File: config.mk
export PLATFORM = sky130hd
export DESIGN_NAME = led_glow_ramp_controller_top
export DESIGN_NICKNAME = d
export VERILOG_FILES = /design/src/sv/lgr_pkg.sv /design/src/sv/lgr_core.sv /design/src/sv/led_glow_ramp_controller_top.sv
export VERILOG_INCLUDE_DIRS = /design/src /design/src/sv
export SDC_FILE = /design/constraint.sdc
export NUM_CORES = 1
export LEC_CHECK = 0
export BUFFER_PORTS_ARGS = -buffer_cell sky130_fd_sc_hd__buf_2
export CAP_MARGIN = 5
export CORE_ASPECT_RATIO = 0.9
export CORE_MARGIN = 10
export CORE_UTILIZATION = 55
export DETAILED_ROUTE_END_ITERATION = 8
export GPL_ROUTABILITY_DRIVEN = 0
export GPL_TIMING_DRIVEN = 1
export HOLD_SLACK_MARGIN = 0.15
export PLACE_DENSITY = 0.73
export SETUP_SLACK_MARGIN = 0.5
export SKIP_LAST_GASP = 1
export SYNTH_ARGS = -nofsm -noshare
export SYNTH_HDL_FRONTEND = slang
export SYNTH_SLANG_ARGS = --single-unit
File: constraint.sdc
create_clock -name clk -period 5.4 [get_ports clk]
set_input_delay 0.54 -clock clk [delete_from_list [all_inputs] [get_ports clk]]
set_output_delay 0.54 -clock clk [all_outputs]
set_load 0.01 [all_outputs]
File: src/sv/assert_macros.svh
// ---------------------------------------------------------------------------
// Assertion macros
// Shared concurrent assertion forms, sampled on clk and disabled in reset.
// ---------------------------------------------------------------------------
`ifndef ASSERT_MACROS_SVH
`define ASSERT_MACROS_SVH

// Consequent must hold in the same cycle as the antecedent.
`define ASSERT_SAME(label, ante, cons, msg) \
	label: assert property (@(posedge clk) disable iff (!arst_n) (ante) |-> (cons)) \
		else $error(msg);

// Consequent must hold in the cycle after the antecedent.
`define ASSERT_NEXT(label, ante, cons, msg) \
	label: assert property (@(posedge clk) disable iff (!arst_n) (ante) |=> (cons)) \
		else $error(msg);

`endif

File: src/sv/lgr_pkg.sv
// ---------------------------------------------------------------------------
// LED glow ramp package
// Types, codes and reset values shared by the ramp controller modules.
// ---------------------------------------------------------------------------
package lgr_pkg;

	typedef enum logic [1:0] {
		MODE_DARK = 2'd0,
		MODE_UP   = 2'd1,
		MODE_DOWN = 2'd2,
		MODE_HOLD = 2'd3
	} mode_t;

	localparam logic [7:0] START_BYTE = 8'hFF;
	localparam logic [7:0] CMD_UP     = 8'h01;
	localparam logic [7:0] CMD_DOWN   = 8'h02;
	localparam logic [7:0] CMD_DARK   = 8'h04;

	localparam logic [1:0] CFG_DUTY_TOP     = 2'd0;
	localparam logic [1:0] CFG_DUTY_STEP    = 2'd1;
	localparam logic [1:0] CFG_PERIOD_SCALE = 2'd2;

	localparam logic [11:0] DUTY_TOP_RST     = 12'd2000;
	localparam logic [11:0] DUTY_STEP_RST    = 12'd100;
	localparam logic [5:0]  PERIOD_SCALE_RST = 6'd10;
	localparam logic [11:0] DUTY_MAX         = 12'hFFF;

	typedef struct packed {
		logic [11:0] duty_top;
		logic [11:0] duty_step;
		logic [5:0]  period_scale;
	} cfg_t;

	typedef struct packed {
		logic [11:0] duty;
		mode_t       mode;
		logic        frame_done;
	} result_t;

	function automatic mode_t decode_command(logic [7:0] b);
		mode_t m;
		m = MODE_HOLD;
		if (b == CMD_UP)
			m = MODE_UP;
		else if (b == CMD_DOWN)
			m = MODE_DOWN;
		else if (b == CMD_DARK)
			m = MODE_DARK;
		return m;
	endfunction

endpackage

File: src/sv/lgr_core.sv
// ---------------------------------------------------------------------------
// LED glow ramp core
// Frame parser and ramp state; computes the result of one item per cycle while en is high.
// ---------------------------------------------------------------------------
module lgr_core (
	input  logic             clk,
	input  logic             arst_n,
	input  logic             en,
	input  logic             func,
	input  logic [7:0]       rx_byte,
	input  lgr_pkg::cfg_t    cfg,
	output lgr_pkg::result_t res
);

	typedef enum logic [1:0] {
		PH_WAIT = 2'd0,
		PH_CMD  = 2'd1,
		PH_DATA = 2'd2
	} phase_t;

	phase_t         phase_q, phase_nxt;
	lgr_pkg::mode_t pend_q, pend_nxt;
	lgr_pkg::mode_t mode_q, mode_nxt;
	logic [13:0]    period_q, period_nxt;
	logic [13:0]    count_q, count_nxt;
	logic [11:0]    level_q, level_nxt;
	logic [11:0]    duty_q, duty_nxt;
	logic           frame_nxt;

	logic [13:0] prod;
	logic [13:0] count_inc;
	logic [12:0] sum;
	logic [11:0] diff;

	assign prod      = {6'd0, rx_byte} * {8'd0, cfg.period_scale};
	assign count_inc = count_q + 14'd1;
	assign sum       = {1'b0, level_q} + {1'b0, cfg.duty_step};
	assign diff      = level_q - cfg.duty_step;

	always_comb begin
		phase_nxt  = phase_q;
		pend_nxt   = pend_q;
		mode_nxt   = mode_q;
		period_nxt = period_q;
		count_nxt  = count_q;
		level_nxt  = level_q;
		duty_nxt   = duty_q;
		frame_nxt  = 1'b0;
		if (func) begin
			unique case (phase_q)
				PH_CMD: begin
					pend_nxt  = lgr_pkg::decode_command(rx_byte);
					phase_nxt = PH_DATA;
				end
				PH_DATA: begin
					period_nxt = prod;
					mode_nxt   = pend_q;
					if (pend_q == lgr_pkg::MODE_DARK)
						duty_nxt = 12'd0;
					phase_nxt  = PH_WAIT;
					frame_nxt  = 1'b1;
				end
				default: begin
					phase_nxt = (rx_byte == lgr_pkg::START_BYTE) ? PH_CMD : PH_WAIT;
				end
			endcase
		end else begin
			unique case (mode_q)
				lgr_pkg::MODE_DARK: duty_nxt = 12'd0;
				lgr_pkg::MODE_HOLD: ;
				default: begin
					if (count_inc <= period_q) begin
						count_nxt = count_inc;
					end else begin
						count_nxt = 14'd0;
						if (mode_q == lgr_pkg::MODE_UP) begin
							duty_nxt  = sum[12] ? lgr_pkg::DUTY_MAX : sum[11:0];
							level_nxt = (sum >= {1'b0, cfg.duty_top}) ? 12'd0 : sum[11:0];
						end else if (level_q <= cfg.duty_step) begin
							// Going down past zero saturates the output and reloads the top.
							duty_nxt  = 12'd0;
							level_nxt = cfg.duty_top;
						end else begin
							duty_nxt  = diff;
							level_nxt = diff;
						end
					end
				end
			endcase
		end
	end

	assign res.duty       = duty_nxt;
	assign res.mode       = mode_nxt;
	assign res.frame_done = frame_nxt;

	always_ff @(posedge clk or negedge arst_n) begin
		if (!arst_n) begin
			phase_q  <= PH_WAIT;
			pend_q   <= lgr_pkg::MODE_DARK;
			mode_q   <= lgr_pkg::MODE_DARK;
			period_q <= 14'd0;
			count_q  <= 14'd0;
			level_q  <= 12'd0;
			duty_q   <= 12'd0;
		end else if (en) begin
			phase_q  <= phase_nxt;
			pend_q   <= pend_nxt;
			mode_q   <= mode_nxt;
			period_q <= period_nxt;
			count_q  <= count_nxt;
			level_q  <= level_nxt;
			duty_q   <= duty_nxt;
		end
	end

endmodule

File: src/sv/led_glow_ramp_controller_top.sv
// ---------------------------------------------------------------------------
// LED glow ramp controller
// Byte-framed command parser and tick-driven duty ramp for an LED PWM.
// ---------------------------------------------------------------------------
//  channel | handshake                  | payload
//  --------+----------------------------+------------------------------
//  item    | item_valid / item_stall    | func, rx_byte
//  result  | res_valid / res_stall      | duty, mode, frame_done
//  config  | cfg_valid / cfg_ready      | cfg_index, cfg_data
//
// Each item yields one result, held first in the input register and then in the
// result register. One item is accepted per cycle while item_stall is low.
// The input register advances whenever the result register is empty or taken,
// so a stall on the result side backs up to item_stall in the same cycle.
// Reset clears the parser and ramp state and reloads the configuration defaults.
// Configuration writes are always ready and take effect in the next cycle.
`include "assert_macros.svh"

module led_glow_ramp_controller_top (
	input  logic        clk,
	input  logic        arst_n,
	input  logic        item_valid,
	output logic        item_stall,
	input  logic        func,
	input  logic [7:0]  rx_byte,
	output logic        res_valid,
	input  logic        res_stall,
	output logic [11:0] duty,
	output logic [1:0]  mode,
	output logic        frame_done,
	input  logic        cfg_valid,
	output logic        cfg_ready,
	input  logic [1:0]  cfg_index,
	input  logic [11:0] cfg_data
);

	lgr_pkg::cfg_t    cfg_q;
	lgr_pkg::result_t res_c;

	logic       valid_s1;
	logic       func_s1;
	logic [7:0] byte_s1;
	logic       accept;
	logic       advance;

	logic             res_valid_q;
	lgr_pkg::result_t res_q;
	logic             res_dark;

	assign cfg_ready = 1'b1;

	always_ff @(posedge clk or negedge arst_n) begin
		if (!arst_n) begin
			cfg_q.duty_top     <= lgr_pkg::DUTY_TOP_RST;
			cfg_q.duty_step    <= lgr_pkg::DUTY_STEP_RST;
			cfg_q.period_scale <= lgr_pkg::PERIOD_SCALE_RST;
		end else if (cfg_valid && cfg_ready) begin
			unique case (cfg_index)
				lgr_pkg::CFG_DUTY_TOP:     cfg_q.duty_top     <= cfg_data;
				lgr_pkg::CFG_DUTY_STEP:    cfg_q.duty_step    <= cfg_data;
				lgr_pkg::CFG_PERIOD_SCALE: cfg_q.period_scale <= cfg_data[5:0];
				default: ;
			endcase
		end
	end

	assign advance    = valid_s1 && (!res_valid_q || !res_stall);
	assign item_stall = valid_s1 && !advance;
	assign accept     = item_valid && !item_stall;

	always_ff @(posedge clk or negedge arst_n) begin
		if (!arst_n)
			valid_s1 <= 1'b0;
		else if (accept)
			valid_s1 <= 1'b1;
		else if (advance)
			valid_s1 <= 1'b0;
	end

	always_ff @(posedge clk) begin
		if (accept) begin
			func_s1 <= func;
			byte_s1 <= rx_byte;
		end
	end

	lgr_core u_core (
		.clk     (clk),
		.arst_n  (arst_n),
		.en      (advance),
		.func    (func_s1),
		.rx_byte (byte_s1),
		.cfg     (cfg_q),
		.res     (res_c)
	);

	always_ff @(posedge clk or negedge arst_n) begin
		if (!arst_n)
			res_valid_q <= 1'b0;
		else if (advance)
			res_valid_q <= 1'b1;
		else if (!res_stall)
			res_valid_q <= 1'b0;
	end

	always_ff @(posedge clk) begin
		if (advance)
			res_q <= res_c;
	end

	assign res_valid  = res_valid_q;
	assign duty       = res_q.duty;
	assign mode       = res_q.mode;
	assign frame_done = res_q.frame_done;

	assign res_dark = res_valid_q && (res_q.mode == lgr_pkg::MODE_DARK);

	`ASSERT_SAME(a_stall_needs_item, item_stall, valid_s1, "stall raised with no item held")
	`ASSERT_NEXT(a_advance_fills, advance, res_valid_q, "processed transaction not presented")
	`ASSERT_SAME(a_dark_is_zero, res_dark, res_q.duty == 12'd0, "dark result with nonzero duty")

endmodule

# [Yosys cells after proc, flatten, opt, wreduce, memory -nomap -nowiden]
# Cells that the tools add are included.
[word_totals] regBits=114 input_bits=28 output_inout_bits=18 wordCells=83
[op_classes] addsub=3 n_mul=1 n_lt_le_gt_ge=3 eq_ne=11 muxes=24 n_bitwise=3 n_reduce_logical=21
[ops] operator="$mux 12" n=10
[ops] operator="$pmux 12 s2" n=1
[ops] operator="$add 14x1->14 const B" n=1
[ops] operator="$le 14x14->1" n=1
[ops] operator="$mul 8x6->14" n=1
[ops] operator="$mux 14" n=1
[ops] operator="$add 12x12->13" n=1
[ops] operator="$ge 13x12->1" n=1
[ops] operator="$le 12x12->1" n=1
[ops] operator="$sub 12x12->12" n=1
[ops] operator="$mux 2" n=5
[ops] operator="$reduce_and 3->1" n=3
[ops] operator="$eq 8x1->1 const B" n=1
[ops] operator="$eq 8x2->1 const B" n=1
[ops] operator="$eq 8x3->1 const B" n=1
[ops] operator="$eq 8x8->1 const B" n=1
[ops] operator="$reduce_and 2->1" n=4
[ops] operator="$eq 2x1->1 const B" n=3
[ops] operator="$eq 2x2->1 const B" n=3
[ops] operator="$logic_not 2->1" n=3
[ops] operator="$mux 1" n=6
[ops] operator="$logic_not 1->1" n=4
[ops] operator="$pmux 2 s2" n=1
[ops] operator="$reduce_and 4->1" n=1
[ops] operator="6 further kinds" n=10

# [Logic depth before layout (Yosys ltp)]
[logic_depth] word_depth=8 mapped_depth=17 ltp_nobuf=16

# [By module]
# From an unflattened synthesis, not the netlist that was laid out.
[hier_totals] cells_unflattened=896 area_unflattened_um2=8605.8
[modules_own_cells] module="lgr_core" instances=1 cells_each=797 area_per_inst_um2=6620.1 seq_area_each_um2=1451.4
[modules_own_cells] module="led_glow_ramp_controller_top" instances=1 cells_each=99 area_per_inst_um2=1985.7 seq_area_each_um2=1535.2

# [Worst setup path after synthesis]
# No wires, ideal clock.
[synth_path] path_type="flip-flop to flip-flop" from="register byte_s1[3]" to="register u_core.period_q[13]" setup_time_ns=0.146 arrival_time_ns=3.795 required_time_ns=5.254 slack_ns=1.459 stages_incl_launch_ff=15 path_buffers=0 period_less_slack_ns=3.941 cell_sequence="edfxtp_1 -> and2_1 -> fa_1 -> inv_1 -> fa_1 -> fa_1 -> inv_1 -> ha_1 -> a21o_1 -> a21oi_1 -> o21ai_0 -> o211a_1 -> o41ai_1 -> mux2i_1 -> o311ai_0"
[synth_via] elab_chain_cells=1
[synth_rtl] element="start: declaration" line_no="led_glow_ramp_controller_top.sv:42" rtl="logic [7:0] byte_s1;"
[synth_rtl] element="start signal: assignment" line_no="led_glow_ramp_controller_top.sv:83" rtl="byte_s1 <= rx_byte;"
[synth_rtl] element="$mul 8x6->14" line_no="lgr_core.sv:35" rtl="assign prod = {6'd0, rx_byte} * {8'd0, cfg.period_scale};"
[synth_rtl] element="end signal: assignment" line_no="lgr_core.sv:110" rtl="period_q <= period_nxt;"
[synth_rtl] element="end: declaration" line_no="lgr_core.sv:24" rtl="logic [13:0] period_q, period_nxt;"
# Every way passes these cells.
# A chain may end at the register's enable or synchronous reset.

# [Final worst setup path]
[layout_path] from="register u_core.count_q[0]" to="register u_core.level_q[11]"
[layout_via] elab_chain_cells=4
[layout_rtl] element="start: declaration" line_no="lgr_core.sv:25" rtl="logic [13:0] count_q, count_nxt;"
[layout_rtl] element="start signal: assignment" line_no="lgr_core.sv:111" rtl="count_q <= count_nxt;"
[layout_rtl] element="$add 14x1->14" line_no="lgr_core.sv:36" rtl="assign count_inc = count_q + 14'd1;"
[layout_rtl] element="$le 14x14->1" line_no="lgr_core.sv:72" rtl="if (count_inc <= period_q) begin"
[layout_rtl] element="$not 1->1 (no line)"
[layout_rtl] element="$reduce_and 4->1 (no line)"
[layout_rtl] element="end signal: assignment" line_no="lgr_core.sv:112" rtl="level_q <= level_nxt;"
[layout_rtl] element="end: declaration" line_no="lgr_core.sv:26" rtl="logic [11:0] level_q, level_nxt;"
# Every way passes these cells.

==> results.md <==
- Die area: between 20000 and 25000 um^2
- Clock root buffer: clkbuf_16
- Clk sink count: ~110
- Port Buf Inserts: 44
- Critical path endpoint category: register
- Worst-path clk slew: 0.05 ns
- Mean post-synth cell area: 9.54 um^2
- Via count of the routed design: 6602
- Combinational share of power: 34.0%
- Total Routing Usage GR: 19.3%
- Antenna fix cells: 0
- Power per cell area: between 300 and 400 nW/um^2
- Critical path origin: u_core.count_q[0]$_DFFE_PN0P_
- Final setup violation count: 0
- DP Area: approximately 9000 um^2
- Syn Std Cell Area: between 8000 and 9000 um^2
- Max Clk Rate: 0.227 GHz
- TritonCTS Buffers: 17
- Share of post-route cells with drive strength above 1: 15.2%
- Number of library cell types mapped by synthesis: between 70 and 80
- Crit path launch type: register
- Asr flop ratio synth: 78.9%
- Synth area leaders: dfrtp_1 23%, ha_1 11%, edfxtp_1 8.4%
- Worst hold margin: 0.299 ns
- Remaining global-route overflow: 0
- Hold path startpoint: rx_byte[1]
- Clk pwr share: 34.5%
- Final wirelength: 20000 um
- Pleak: 4.53 nW
- Area of the core: 15400 um^2
- Finished Layout Cells: 1158
- Biggest area consumer among synthesized cells: dfrtp_1
- Number of max-cap violations: 0
- Multi-input logic area: 5110 um^2
- Fin worst setup slack: between 0.9 and 1 ns
- Final-layout fill cell count: 1317
- Slew Viols, Final: 0
- Max_slew headroom: 20.1%
- DR WL/cell: between 15 and 20 um
- Pre-CTS setup slack: 1.07 ns
- Register area: 2990 um^2
- Die width: about 150 um
- Crit-path max FO: 21
- I/O pin count: 46
- CTS Buffer Depth: 2
- Placed insts: approximately 1100
- Net Sw Frac: between 30% and 40%
- Clock skew: between 0.007 and 0.008 ns
- DRT Pass-1 Iters: 5
- Worst EP arrival: 4.69 ns
- Outcome: completed
- Post-synth EDFFs: 24
- Setup TNS: 0 ns
- DRC: 0
- Peak supply drop: 319 uV
- Vias in the first global route: around 6500
- Antenna violations before repair: 0
- Final period util: 81.5%
- NetSw: 0.00110 W
- FF+latch count, synth: 114
- Worst Hold Class: primary input to register
- Most frequent cells in the layout: 98 x inv_1, 98 x nand2_1, 79 x dfrtp_1, 77 x ha_1, 48 x o21ai_0
- Share of the synthesized area in the top cell type: between 20% and 30%
- Synth Instances: just over 900
- Setup CP Type: register to register
- Final hold viol count: 0
- Pint: 0.00214 W
- Nets: 1075
- Die Y: 139 um
- FP Rows: 43
- Starting Density: a little under three fifths
- Seq pwr share: 31.6%
- Seq/Total Area, Yosys: 34.6%
- DR vias/cell: 5.70
- Largest net degree at the start of global routing: 65
- Antenna Violating Nets Remaining: 0
- Dpl hpwl: 14900 um
- Least-Margin Pin Slew: 1.19 ns
- Syn Nets: 1037
- Worst r2r src: u_core.count_q[0]$_DFFE_PN0P_
- Clock period minus worst slack: 4.40 ns
- Fin area: approximately 9600 um^2
- Yosys warning total: 0
- Top FF cell, synth: dfrtp_1
- H-tree depth: 4
- Post-CTS Setup Repair Bufs: 0
- DR iter-0 viols: 431
- RSZ-0062 raised after global routing: no
- CTS tree: yes
- Clk_lat worst skew: around 0.42 ns
- First-pass GRT wire length: 33600 um
- Area delta synth->final: 11.0%
- Required time worst endpoint: 5.69 ns
==> timing repair <==
| action | in CTS | in global routing |
|---|---|---|
| hold endpoints to repair | 17 | 0 |
| hold buffers | 1 | 0 |
| endpoints found under the setup margin | 0 | 3 |
| resized for setup | 0 | 1 |
==> through the flow <==
step           utilization (%)  power, W
6_report                  62.3   0.00325
5_1_grt                   62.3   0.00348
4_1_cts                   62.2   0.00326
3_5_place_dp              58.4   0.00213
3_3_place_gp              58.4   0.00211
2_1_floorplan                -   0.00187
==> power by group through the flow <==
stage	registers [W]	logic, W	clock network [W]
floorplan	0.00101	0.000859	0
global placement	0.00103	0.00107	0
detailed placement	0.00104	0.00109	0
CTS	0.00102	0.00111	0.00114
global route	0.00103	0.00127	0.00118
finish	0.00102	0.00110	0.00112
==> sequential cells by signal (all words and copies together) (netlist names) <==
name / flops
u_core.phase_q: 2
cfg_q: 30
u_core.duty_q: 12
u_core.level_q: 12
mode: 2
u_core.pend_q: 2
func_s1: 1
res_valid: 1
duty: 12
u_core.period_q: 14
u_core.mode_q: 2
u_core.count_q: 14
valid_s1: 1
frame_done: 1
byte_s1: 8
==> cell type report <==
| class | count | area share (%) |
|---|---|---|
| multi-input cells | 661 | 53.3 |
| flip-flops and latches | 114 | 31.2 |
| clock buffers | 21 | 4.70 |
| inverters | 98 | 3.84 |
| repair buffers | 51 | 2.90 |
| well taps | 202 | 2.64 |
| clock inverters | 11 | 1.42 |
==> per-layer routing <==
layer	up-vias	wire length [um]	global-route usage, %
met5	-	0	0
met4	0	252	5.42
met3	21	1360	5.55
met2	207	8070	26.3
met1	3126	10300	28.5
li1	3248	-	-
==> kinds of logic after synthesis <==
logic type / synth area share [%]
muxes: 4.38
buffers and inverters: 6.31
xor gates and xnor gates: 3.25
and+or+nand+nor: 15.2
other: 0.0435
adders and majority gates: 17.4
DFF: 34.6
AOI/OAI and AO/OA: 18.8
==> worst max-delay path, stage by stage, from the launching register on <==
cell and delay (ns):
dfrtp_1 0.43, ha_1 0.27, and3_1 0.23, and3_1 0.24
and3_1 0.20, and3_1 0.22, and3_1 0.20, xnor2_1 0.18
inv_1 0.07, ha_1 0.28, and3_1 0.21, o2111ai_1 0.13
a21o_1 0.20, a21oi_1 0.13, buf_4 0.21, nand2_1 0.53
a221oi_1 0.44, a21oi_1 0.11
==> Yosys cell counts (4+ instances only) <==
master and n:
a22o_1 9, buf_1 4, and2_1 34, buf_6 4, nand2_1 98, a31oi_1 5
nor2b_1 6, inv_1 98, o21ai_1 17, fa_1 27, buf_2 9, nor2_1 44
dfrtp_1 79, o31ai_1 14, and3_1 11, nor3_1 14, o211a_1 6, o21bai_1 5
o21ai_0 48, nor3b_1 4, a22oi_1 6, o21a_1 7, xor2_1 8, nand3_1 15
mux2_2 27, buf_4 4, nand2b_1 10, clkbuf_1 11, a211oi_1 9, a21oi_2 5
dfstp_2 11, o311ai_0 4, a21oi_1 38, xnor2_1 24, a21o_1 21, ha_1 77
mux2i_1 4, edfxtp_1 24
==> path summary, 6_finish.rpt <==
| kind | endpoint | cells after the start | slack [ns] |
|---|---|---|---|
| worst max-delay path | u_core.level_q[11]$_DFFE_PN0P_ | 17 | 1.0 |
| worst min-delay path | byte_s1[1]$_DFFE_PP_ | 1 | 0.30 |
| worst max register to register | u_core.level_q[11]$_DFFE_PN0P_ | 17 | 1.0 |
| worst min register to register | u_core.period_q[11]$_DFFE_PN0P_ | 2 | 0.48 |
| max in group asynchronous | u_core.duty_q[9]$_DFFE_PN0P_ | 3 | 3.64 |
| min in group asynchronous | u_core.period_q[13]$_DFFE_PN0P_ | 2 | 0.58 |
Note: power is estimated with default switching activity, not from simulation.
